--- config.mk ---
export PLATFORM = sky130hd
export DESIGN_NAME = mrfc_frame_acc
export DESIGN_NICKNAME = d
export VERILOG_FILES = /design/src/rtl/core/mrfc_pkg.sv /design/src/rtl/core/mrfc_crc16.sv /design/src/rtl/core/mrfc_frame_acc.sv
export SDC_FILE = /design/constraint.sdc
export NUM_CORES = 1
export LEC_CHECK = 0
export BUFFER_PORTS_ARGS = -buffer_cell sky130_fd_sc_hd__buf_2
export CELL_PAD_IN_SITES_DETAIL_PLACEMENT = 1
export CELL_PAD_IN_SITES_GLOBAL_PLACEMENT = 2
export CORE_ASPECT_RATIO = 1.2
export CORE_MARGIN = 5
export CORE_UTILIZATION = 38
export CTS_BUF_LIST = sky130_fd_sc_hd__clkbuf_8
export CTS_CLUSTER_DIAMETER = 100
export CTS_CLUSTER_SIZE = 8
export DETAILED_ROUTE_END_ITERATION = 10
export GPL_TIMING_DRIVEN = 0
export PLACE_DENSITY = 0.94
export SYNTH_ARGS = -nofsm -noshare
export SYNTH_HDL_FRONTEND = slang
export SYNTH_SLANG_ARGS = --single-unit
--- constraint.sdc ---
create_clock -name clk -period 4.1 [get_ports clk]
set_input_delay 0 -clock clk [delete_from_list [all_inputs] [get_ports clk]]
set_output_delay 0 -clock clk [all_outputs]
set_load 0.005 [all_outputs]
--- src/rtl/core/mrfc_pkg.sv ---
`timescale 1ns / 1ps
// ----------------------------------------------------------------------------
// mrfc_pkg
// Shared types and constants of the meter response frame checker.
// ----------------------------------------------------------------------------
package mrfc_pkg;

	localparam logic [7:0]  MAX_FRAME = 8'd128;
	localparam logic [7:0]  MIN_FRAME = 8'd23;
	localparam logic [15:0] CRC_INIT  = 16'hFFFF;
	localparam logic [15:0] CRC_POLY  = 16'hA001;

	typedef enum logic [1:0] {
		ST_OK        = 2'd0,
		ST_SHORT     = 2'd1,
		ST_ADDR_ERR  = 2'd2,
		ST_CRC_ERR   = 2'd3
	} status_t;

	// byte offered to the frame accumulator
	typedef struct packed {
		logic       take;
		logic       last;
		logic [7:0] data;
	} acc_in_t;

	typedef struct packed {
		logic [15:0] alarm;
		logic [15:0] power_factor;
		logic [15:0] frequency;
		logic [31:0] energy;
		logic [31:0] power;
		logic [15:0] current;
		logic [15:0] voltage;
	} meas_t;

	typedef struct packed {
		status_t status;
		meas_t   meas;
	} result_t;

endpackage

--- src/rtl/core/mrfc_crc16.sv ---
`timescale 1ns / 1ps
// ----------------------------------------------------------------------------
// mrfc_crc16
// Byte-wide unrolled CRC-16 update, reflected polynomial.
// ----------------------------------------------------------------------------
module mrfc_crc16 (
	input  logic [15:0] crc_in,
	input  logic [7:0]  data,
	output logic [15:0] crc_out
);
	import mrfc_pkg::*;

	logic [15:0] c;

	always_comb begin
		c = crc_in ^ {8'h00, data};
		for (int k = 0; k < 8; k++) begin
			if (c[0]) begin
				c = (c >> 1) ^ CRC_POLY;
			end else begin
				c = c >> 1;
			end
		end
		crc_out = c;
	end

endmodule

--- src/rtl/core/mrfc_frame_acc.sv ---
`timescale 1ns / 1ps
// ----------------------------------------------------------------------------
// mrfc_frame_acc
// Per-frame state: byte count, running crc, address byte and field captures;
// forms the checked result from the updated state on the last word.
// ----------------------------------------------------------------------------
module mrfc_frame_acc (
	input  logic              clk,
	input  logic              arst_n,
	input  mrfc_pkg::acc_in_t acc_in,
	input  logic [7:0]        expected_address,
	output mrfc_pkg::result_t result
);
	import mrfc_pkg::*;

	logic [7:0]  count_q, count_n;
	logic [15:0] crc_q, crc_n, crc_step;
	logic [7:0]  first_q, first_n;
	meas_t       cap_q, cap_n;
	logic [7:0]  b;

	assign b = acc_in.data;

	mrfc_crc16 u_crc (
		.crc_in  (crc_q),
		.data    (b),
		.crc_out (crc_step)
	);

	always_comb begin
		count_n = count_q;
		crc_n   = crc_q;
		first_n = first_q;
		cap_n   = cap_q;
		// words past the frame limit are dropped
		if (count_q < MAX_FRAME) begin
			crc_n   = crc_step;
			count_n = count_q + 8'd1;
			case (count_q) inside
				8'd0:        first_n = b;
				[8'd3:8'd4]:   cap_n.voltage      = {cap_q.voltage[7:0], b};
				[8'd5:8'd6]:   cap_n.current      = {cap_q.current[7:0], b};
				[8'd7:8'd10]:  cap_n.power        = {cap_q.power[23:0], b};
				[8'd11:8'd14]: cap_n.energy       = {cap_q.energy[23:0], b};
				[8'd17:8'd18]: cap_n.frequency    = {cap_q.frequency[7:0], b};
				[8'd19:8'd20]: cap_n.power_factor = {cap_q.power_factor[7:0], b};
				[8'd21:8'd22]: cap_n.alarm        = {cap_q.alarm[7:0], b};
				default: ;
			endcase
		end
	end

	always_comb begin
		if (count_n < MIN_FRAME) begin
			result.status = ST_SHORT;
		end else if (first_n != expected_address) begin
			result.status = ST_ADDR_ERR;
		end else if (crc_n != 16'h0000) begin
			result.status = ST_CRC_ERR;
		end else begin
			result.status = ST_OK;
		end
		result.meas = (result.status == ST_OK) ? cap_n : '0;
	end

	always_ff @(posedge clk or negedge arst_n) begin
		if (!arst_n) begin
			count_q <= '0;
			crc_q   <= CRC_INIT;
			first_q <= '0;
			cap_q   <= '0;
		end else if (acc_in.take) begin
			if (acc_in.last) begin
				count_q <= '0;
				crc_q   <= CRC_INIT;
				first_q <= '0;
				cap_q   <= '0;
			end else begin
				count_q <= count_n;
				crc_q   <= crc_n;
				first_q <= first_n;
				cap_q   <= cap_n;
			end
		end
	end

endmodule

Word level (Yosys, flattened, before mapping):

Index checks and enable logic that the tools add are counted.

* bits in registers: 176
* bits of input ports: 20
* output and inout bits: 146
* word-level logic and storage cells: 103

* $add $sub $neg: 1
* magnitude comparators: 16
* equal/unequal tests: 1
* multiplexer cells: 56
* bitwise gates (word level): 9
* reductions and logical operators: 10

Operators by type and width (number)
* $mux 16: 36
* $mux 144: 3
* $mux 32: 9
* $mux 8: 5
* $ge 8x5->1 const B: 3
* $le 8x5->1 const B: 3
* $not 2->3: 8
* $ge 8x3->1 const B: 2
* $le 8x3->1 const B: 2
* $le 8x4->1 const B: 2
* $reduce_bool 16->1: 1
* $xor 16x8->16: 1
* $add 8x1->8 const B: 1
* $ge 8x2->1 const B: 1
* $ge 8x4->1 const B: 1
* $logic_not 8->1: 1
* $lt 8x5->1 const B: 1
* $lt 8x8->1 const B: 1
* $ne 8x8->1: 1
* $logic_and 1x1->1: 7
* $mux 2: 3
* $logic_not 2->1: 1

Depth between registers and ports, before layout:

Gate-level depths: netlist of run 1.

* depth after elaboration: 24
* mapped depth: 13
* depth with buffers taken out: 8

By module:

From an unflattened synthesis of run 1, not the netlist that was laid out.

* cells, all modules: 1210
* area, all modules: 10869.2 µm²

By module, submodules not included
* mrfc_frame_acc: times used 1, cells an instance 1181, area an instance 10585.2 µm², sequential area each 4424.2 µm²
* mrfc_crc16: times used 1, cells an instance 29, area an instance 284.0 µm², sequential area each 0.0 µm²

Worst setup path before layout of run 1:

OpenSTA, ideal clock, no wires.

* path type: reg-to-reg
* start: reg count_q[7]
* end: reg cap_q[34] (netlist bit)
* setup time: 0.078 ns
* arrival time: 2.810 ns
* data required time: 4.022 ns
* slack: 1.212 ns
* cell stages (with the launch flop): 12
* path buffers: 3
* clock period less this slack: 2.888 ns
* cell sequence: dfrtp_1 -> buf_2 -> inv_1 -> clkbuf_1 -> ha_1 -> and2_1 -> a32o_1 -> nand2_1 -> a2111oi_0 -> clkbuf_1 -> a22oi_1 -> o2bb2ai_1

* word-level cells in the longest chain between the ends: 8
* elaborated cells on any way between the ends: 17
* classes of those cells: order compare: 7; mux: 6; reduce/logical: 4

Ends and longest elaborated chain
* start: declaration: line mrfc_frame_acc.sv:16 `logic [7:0] count_q, count_n;`
* start signal: assignment: line mrfc_frame_acc.sv:79 `count_q <= count_n;`
* $ge 8x3->1 (no line) / $le 8x4->1 (equally long branches)
* $logic_and 1x1->1 (no line)
* $mux 32 (4 in a row): line mrfc_frame_acc.sv:39 `case (count_q) inside`
* $mux 144 (*): line mrfc_frame_acc.sv:36 `if (count_q < MAX_FRAME) begin`
* $mux 144 (*): line mrfc_frame_acc.sv:73 `if (acc_in.last) begin`
* end signal: assignment: line mrfc_frame_acc.sv:82 `cap_q <= cap_n;`
* end: declaration: line mrfc_frame_acc.sv:19 `meas_t cap_q, cap_n;`

Every way passes the cells marked *; elsewhere a longest branch is shown, timed or not.
A chain may end at the register's enable or synchronous reset.

==> results.yml, run 1 <==
logic_synthesis:
  async_flop_share_pct: 100
  synth_edf_count: 0
  ys_seq_area_share_pct: 37.8
  avgSynthCellArea_um2: 9.92
  synth_fp_nets: 1206
  ys.flop_type: "dfrtp_1"
  synth_cells: 1181
  synth_cell_types: 63
  ys_ff_latch: 176
  yosysWarnings: 0
  yosysTopAreaCellShare_pct: 34.2
  synthesis.area_um2: 11700
  synth.area.top_cells: "dfrtp_1, o2bb2ai_1, mux2i_1"
  yosysTopAreaCell: "dfrtp_1"
critical_path:
  end_kind: "output pin"
  slowest_stage: "or4_1"
  worstRegToRegCells: 12
  critPathMostFrequentCell: "buf_2"
  rr_startpoint: "count_q[7]$_DFFE_PN0P_"
  cp_slowest_stage_delay_ns: 0.54
  ff2ff_setup_slack_ns: 0.55
  crit_buf_inv: 4
  cp.arrival_ns: 4.01
  r2r-end: "cap_q[59]$_DFFE_PN0P_"
  cp_top_family: "simple AND/OR/NAND/NOR gates"
  cp.depth: 9
  required_ns: 4.10
  crit_chain: "buf_2, or4_1, o31a_1, or4_4, or3_1, buf_2, buf_2, a2111oi_2, buf_2"
  startpoint_type: "register"
  criticalPathCategory: "register to output pin"
  critPathMaxFanout: 10
floorplanning:
  io_pins: 166
  core_area_um2: 30500
  rows: 70
  die_h_um: 202
  initial_utilization_pct: 38.4
  die-width_um: 170
  fp.dieArea_um2: 34500
finish:
  finish.net_count: 1386
  drive_above_1_share_pct: 24.5
  syn2layout_area_growth_pct: 15.7
  fin_cells: 1770
  diodes: 0
sta:
  skew_ns: 0.0317
  drv_slew: 0
  period_share_pct: 97.8
  hold_viol: 0
  tns_ns: 0
  setup_viol: 0
  min_period_ns: 4.01
  worst_pin_slew_ns: 1.04
  slew_headroom_pct: 30.9
  fmax_mhz: 249
  rsz0062_at_grt: "false"
clocking:
  clk_latency_ns: 0.50
  path_clk_slew_ns: 0.11
  cts_sinks: 176
  root_buffer: "clkbuf_8"
  cts_buffer_depth: 2
  cts_tree: "built"
  cts.htree.levels: 4
  numCtsBuffers: 17
placement:
  dp.cells: 1735
  place.detailed.hpwl_um: 30500
  gp_congestion: 0.910
  port_buffers: 156
flow_run:
  cap_violations: 0
routing:
  drc: 0
  via_per_inst: 6.25
  ant_nets: 0
  vias: 11100
  wl_um: 42800
  routedWlPerCell_um: 24.2
  drt-pass1-iter-count: 5
  drt_iter0_drc: 896
global_route:
  grt_pass1_wl_um: 66500
  grt_max_degree: 119
  globalRouteOverflowTotal: 0
  grt_use_total_pct: 24.3
  grt_pass1_vias: 11300
  antenna_found_initial: 5
pwr:
  p_per_area_nw_per_um2: 479
  irDropWorstVdd_mv: 0.484
  cellLeakagePower_nw: 5.65
min_path:
  worstHoldPathType: "input port to async pin"
outcome:
  status: "finished, final reports clean"
## repair_timing
item,4_1_cts,5_1_grt
pin swaps,0,1
hold endpoints to repair,70,0
resized for setup,9,32
setup endpoints to repair,101,96
buffers inserted,0,2
hold buffers,1,0
## worst register-to-register path: stages, from the launching register on
cell and delay (ns):
dfrtp_1 0.37, buf_2 0.18, inv_1 0.15, clkbuf_4 0.25, ha_1 0.26, and2_1 0.20
a32o_1 0.22, nand2_1 0.10, a2111oi_0 0.70, buf_1 0.28, clkbuf_1 0.43, a22oi_1 0.15
o2bb2ai_1 0.19
## through the flow
step | util, % | hold slack, ns | area [um2] | worst slack (ns) | power, W
floorplan | - | -0.296 | 11700 | 1.21 | 0.00430
global placement | 42.6 | 0.462 | 13000 | 0.0304 | 0.00493
detailed placement | 42.8 | -0.0336 | 13000 | 0.00982 | 0.00506
CTS | 44.2 | 0.0461 | 13500 | 0.00181 | 0.00639
global route | 44.5 | 0.0912 | 13600 | 0.0147 | 0.00684
finish | 44.5 | 0.0404 | 13600 | 0.0905 | 0.00650
## cell usage in the layout, fill, tap and decap left out, drive strengths merged, types with 2 or more instances in the layout
cell type and n:
buf 191, dfrtp 160, o2bb2ai 144, clkbuf 143, nor4 130, a22oi 112
mux2i 93, a21oi 86, nand2 42, nor2b 34, nor2 31, inv 23
xnor2 18, a2111oi 18, dfstp 16, o21ai 13, a22o 9, xor2 8
nand2b 8, o22a 8, nor3 7, a31oi 6, nand4 5, nand3 5
or4 5, ha 5, and2 4, o31ai 4, or3 4, xnor3 3
o2111a 3, and3 3, a211o 2, or2 2, o2111ai 2, o22ai 2
clkinv 2, clkinvlp 2, bufinv 2
## logic make-up after synthesis
kind of cell	after synthesis	share of synthesized area (%)
AO/OA/AOI/OAI	421	27.8
XOR/XNOR	30	2.72
adder cells (fa/ha/maj)	5	0.534
buffers and inverters	171	6.27
flip-flops	176	37.8
multiplexers	93	7.95
AND/OR/NAND/NOR	285	16.9
## flip-flops by register name, indices dropped and copies added, names as in the netlist
register and flops:
cap_q 144, count_q 8, crc_q 16, first_q 8
## cell usage after synthesis, drive strengths merged, types with 4 or more instances
| library cell | count |
|---|---|
| nor2 | 31 |
| nor3 | 7 |
| or3 | 4 |
| inv | 14 |
| a21oi | 86 |
| nand3 | 5 |
| nand2b | 8 |
| or4 | 5 |
| o31ai | 4 |
| nor2b | 34 |
| a22oi | 112 |
| xor2 | 8 |
| mux2i | 93 |
| dfstp | 16 |
| buf | 32 |
| dfrtp | 160 |
| a2111oi | 18 |
| xnor2 | 18 |
| ha | 5 |
| nor4 | 130 |
| o22a | 8 |
| a22o | 9 |
| o21ai | 13 |
| nand2 | 42 |
| clkbuf | 125 |
| o2bb2ai | 144 |
| and2 | 4 |
| nand4 | 5 |
| a31oi | 6 |
## worst max-delay path by stage
| stage | from | endpoint |
|---|---|---|
| final | count_q[7]$_DFFE_PN0P_ | result[116] |
| after global routing | count_q[7]$_DFFE_PN0P_ | result[0] |
| after CTS | count_q[1]$_DFFE_PN0P_ | result[89] |
| after detailed placement | count_q[7]$_DFFE_PN0P_ | result[83] |
| after global placement | arst_n | cap_q[45]$_DFFE_PN0P_ |
| after floorplan | count_q[7]$_DFFE_PN0P_ | cap_q[34]$_DFFE_PN0P_ |
## metal layers
layer  wire (um)  vias to the layer above  share of wire, %  GRT usage (%)
met5          51                        -              0.12              0
li1            -                     4987                 -              -
met1       17800                     5644                42           31.7
met3        2350                       97               5.5           4.17
met4        1430                        8               3.3           8.64
met2       21200                      335                49           40.5
## power by group
part	switching [W]	total, W	internal (W)
Clock	0.000753	0.00132	0.000563
Combinational	0.00207	0.00296	0.000889
Sequential	0.000259	0.00222	0.00196
## cell type report
| class | instances | area [um2] |
|---|---|---|
| repair buffers | 161 | 847 |
| multi-input cells | 834 | 6620 |
| plain buffers | 157 | 709 |
| clock buffers | 17 | 234 |
| fillers | 3551 | 16900 |
| flip-flops and latches | 176 | 4420 |
| inverters | 14 | 52.6 |
| clock inverters | 15 | 174 |
| well taps | 396 | 495 |
(Power assumes the default switching activity.)
==> run 2, diff against run 1 <==
--- a/config.mk
+++ b/config.mk
@@ -7,3 +7,3 @@
 export LEC_CHECK = 0
-export BUFFER_PORTS_ARGS = -buffer_cell sky130_fd_sc_hd__buf_2
+export BUFFER_PORTS_ARGS = -buffer_cell sky130_fd_sc_hd__clkbuf_2
 export CELL_PAD_IN_SITES_DETAIL_PLACEMENT = 1
==> constraint.sdc (replaced) <==
create_clock -name clk -period 4.1 [get_ports clk]
set_input_delay 0.615 -clock clk [delete_from_list [all_inputs] [get_ports clk]]
set_output_delay 0.615 -clock clk [all_outputs]
set_load 0.005 [all_outputs]
==> results.yml, run 2 (synthesis gave the netlist of run 1 again) <==
outcome:
  status: "finished with violations"
  violations: "negative setup slack"
placement:
  port_buffers: 156
  gp_congestion: 0.915
  dp.cells: 1736
  place.detailed.hpwl_um: 30400
  dp_slack_ns: -0.803
sta:
  period_share_pct: 104
  min_period_ns: 4.28
  rsz0062_at_grt: "true"
  setup_slack_ns: -0.184
  hold_viol: 0
  drv_slew: 0
  setup_viol: 95
  slew_headroom_pct: 31.2
  skew_ns: 0.0187
  worst_pin_slew_ns: 1.03
  fmax_mhz: 233
routing:
  ant_nets: 0
  drt_iter0_drc: 934
  wl_um: 49500
  drc: 0
  drt-pass1-iter-count: 5
  vias: 11800
  routedWlPerCell_um: 27.2
  via_per_inst: 6.47
floorplanning:
  core_area_um2: 30500
  io_pins: 166
  initial_utilization_pct: 38.4
  die_h_um: 202
  rows: 70
  fp.dieArea_um2: 34500
  die-width_um: 170
critical_path:
  crit_buf_inv: 6
  required_ns: 3.48
  startpoint: "count_q[7]$_DFFE_PN0P_"
  critPathMaxFanout: 9
  rr_startpoint: "count_q[7]$_DFFE_PN0P_"
  cp.arrival_ns: 3.67
  startpoint_type: "register"
  cp_top_family: "simple AND/OR/NAND/NOR gates"
  end_kind: "output pin"
  cp_slowest_stage_delay_ns: 0.54
  slowest_stage: "or4_1"
  criticalPathCategory: "register to output pin"
  crit_chain: "buf_6, or4_1, o31a_1, or4_4, or3_4, buf_12, buf_16, buf_12, buf_16, nor4_4, buf_2"
clocking:
  clk_latency_ns: 0.47
  root_buffer: "clkbuf_8"
  cts_sinks: 176
  cts_buffer_depth: 2
  numCtsBuffers: 17
  cts.htree.levels: 4
  path_clk_slew_ns: 0.10
  cts_tree: "built"
finish:
  largest_register: "cap_q"
  fin_util_pct: 53.8
  finish.net_count: 1433
  final_common_cell: "dfrtp_1"
  fin_cells: 1816
  syn2layout_area_growth_pct: 40.0
  drive_above_1_share_pct: 35.4
  largest_reg_flops: 144
  fillers: 3266
  final_cell_mix: "dfrtp_1, buf_2, o2bb2ai_1, a22oi_1, nor4_4"
  diodes: 0
  largestRegisters: "cap_q (144), crc_q (16)"
global_route:
  grt_max_degree: 73
  antenna_found_initial: 3
  grt_use_total_pct: 25.6
  grt_pass1_vias: 11700
  globalRouteOverflowTotal: 0
  grt_pass1_wl_um: 70000
flow_run:
  cap_violations: 0
pwr:
  p_total_w: 0.00884
  p_per_area_nw_per_um2: 539
  cellLeakagePower_nw: 7.24
  irDropWorstVdd_mv: 0.747
min_path:
  worstHoldPathType: "input port to async pin"
-- run 2: cell count changes in the layout (fill, tap and decap cells not counted), moves of 13 or more --
cell	before	now
buf_12	0	18
buf_6	7	20
nor4_4	1	110
buf_4	8	32
nor4_1	69	1
a2111oi_2	14	0
nor4_2	60	19
clkbuf_2	16	29
buf_2	169	151
clkbuf_1	108	76
a2111oi_4	2	16
-- run 2: report_power, final --
group | total, W | internal [W] | switching (W)
registers | 0.00225 | 0.00196 | 0.000282
clock network | 0.00147 | 0.000737 | 0.000734
logic | 0.00512 | 0.00143 | 0.00369
total | 0.00884 | 0.00413 | 0.00471
-- run 2: area by class of cell --
class                           instances  area, um2  share of cell area (%)
Multi-Input combinational cell        834       8290                    50.5
Sequential cell                       176       4430                    27.0
Timing Repair Buffer                  211       1570                    9.59
Buffer                                154       1100                    6.72
Tap cell                              396        495                    3.02
Clock buffer                           17        234                    1.43
Clock inverter                         14        228                    1.39
Inverter                               14       52.6                   0.320
-- run 2: layer usage --
layer / global-route usage (%) / vias up / share of wire [%]
met1: 32.5 / 6097 / 40
met2: 43.0 / 440 / 51
met3: 5.58 / 116 / 5.6
met4: 8.76 / 6 / 3.9
li1: - / 5099 / -
met5: 0 / - / 0.079
-- run 2: stage by stage --
step	hold slack, ns	area (um2)	setup TNS, ns
after global routing	0.0590	16400	-19.84
after CTS	0.0563	15100	-8.59
after detailed placement	0.468	13100	-84.63
after floorplan	0.319	11700	0
final	0.0486	16400	-6.76
after global placement	0.462	13000	-241.65
-- run 2: worst paths after layout --
check | depth (start not counted) | endpoint | slack (ns)
hold / removal | 1 | cap_q[140]$_DFFE_PN0P_ | 0.05
max in group asynchronous | 3 | crc_q[7]$_DFFE_PN1P_ | 2.98
hold reg to reg | 1 | cap_q[90]$_DFFE_PN0P_ | 0.50
min in group clk | 1 | cap_q[90]$_DFFE_PN0P_ | 0.50
setup / recovery | 11 | result[70] | -0.18
setup reg to reg | 12 | cap_q[35]$_DFFE_PN0P_ | 0.68
-- run 2: what timing repair did --
item / in CTS / in global routing
pin swaps: 31 / 95
hold buffers: 0 / 0
resized for setup: 253 / 304
setup endpoints to repair: 145 / 145
setup buffers: 10 / 29
hold endpoints to repair: 0 / 0
cloned: 4 / 9
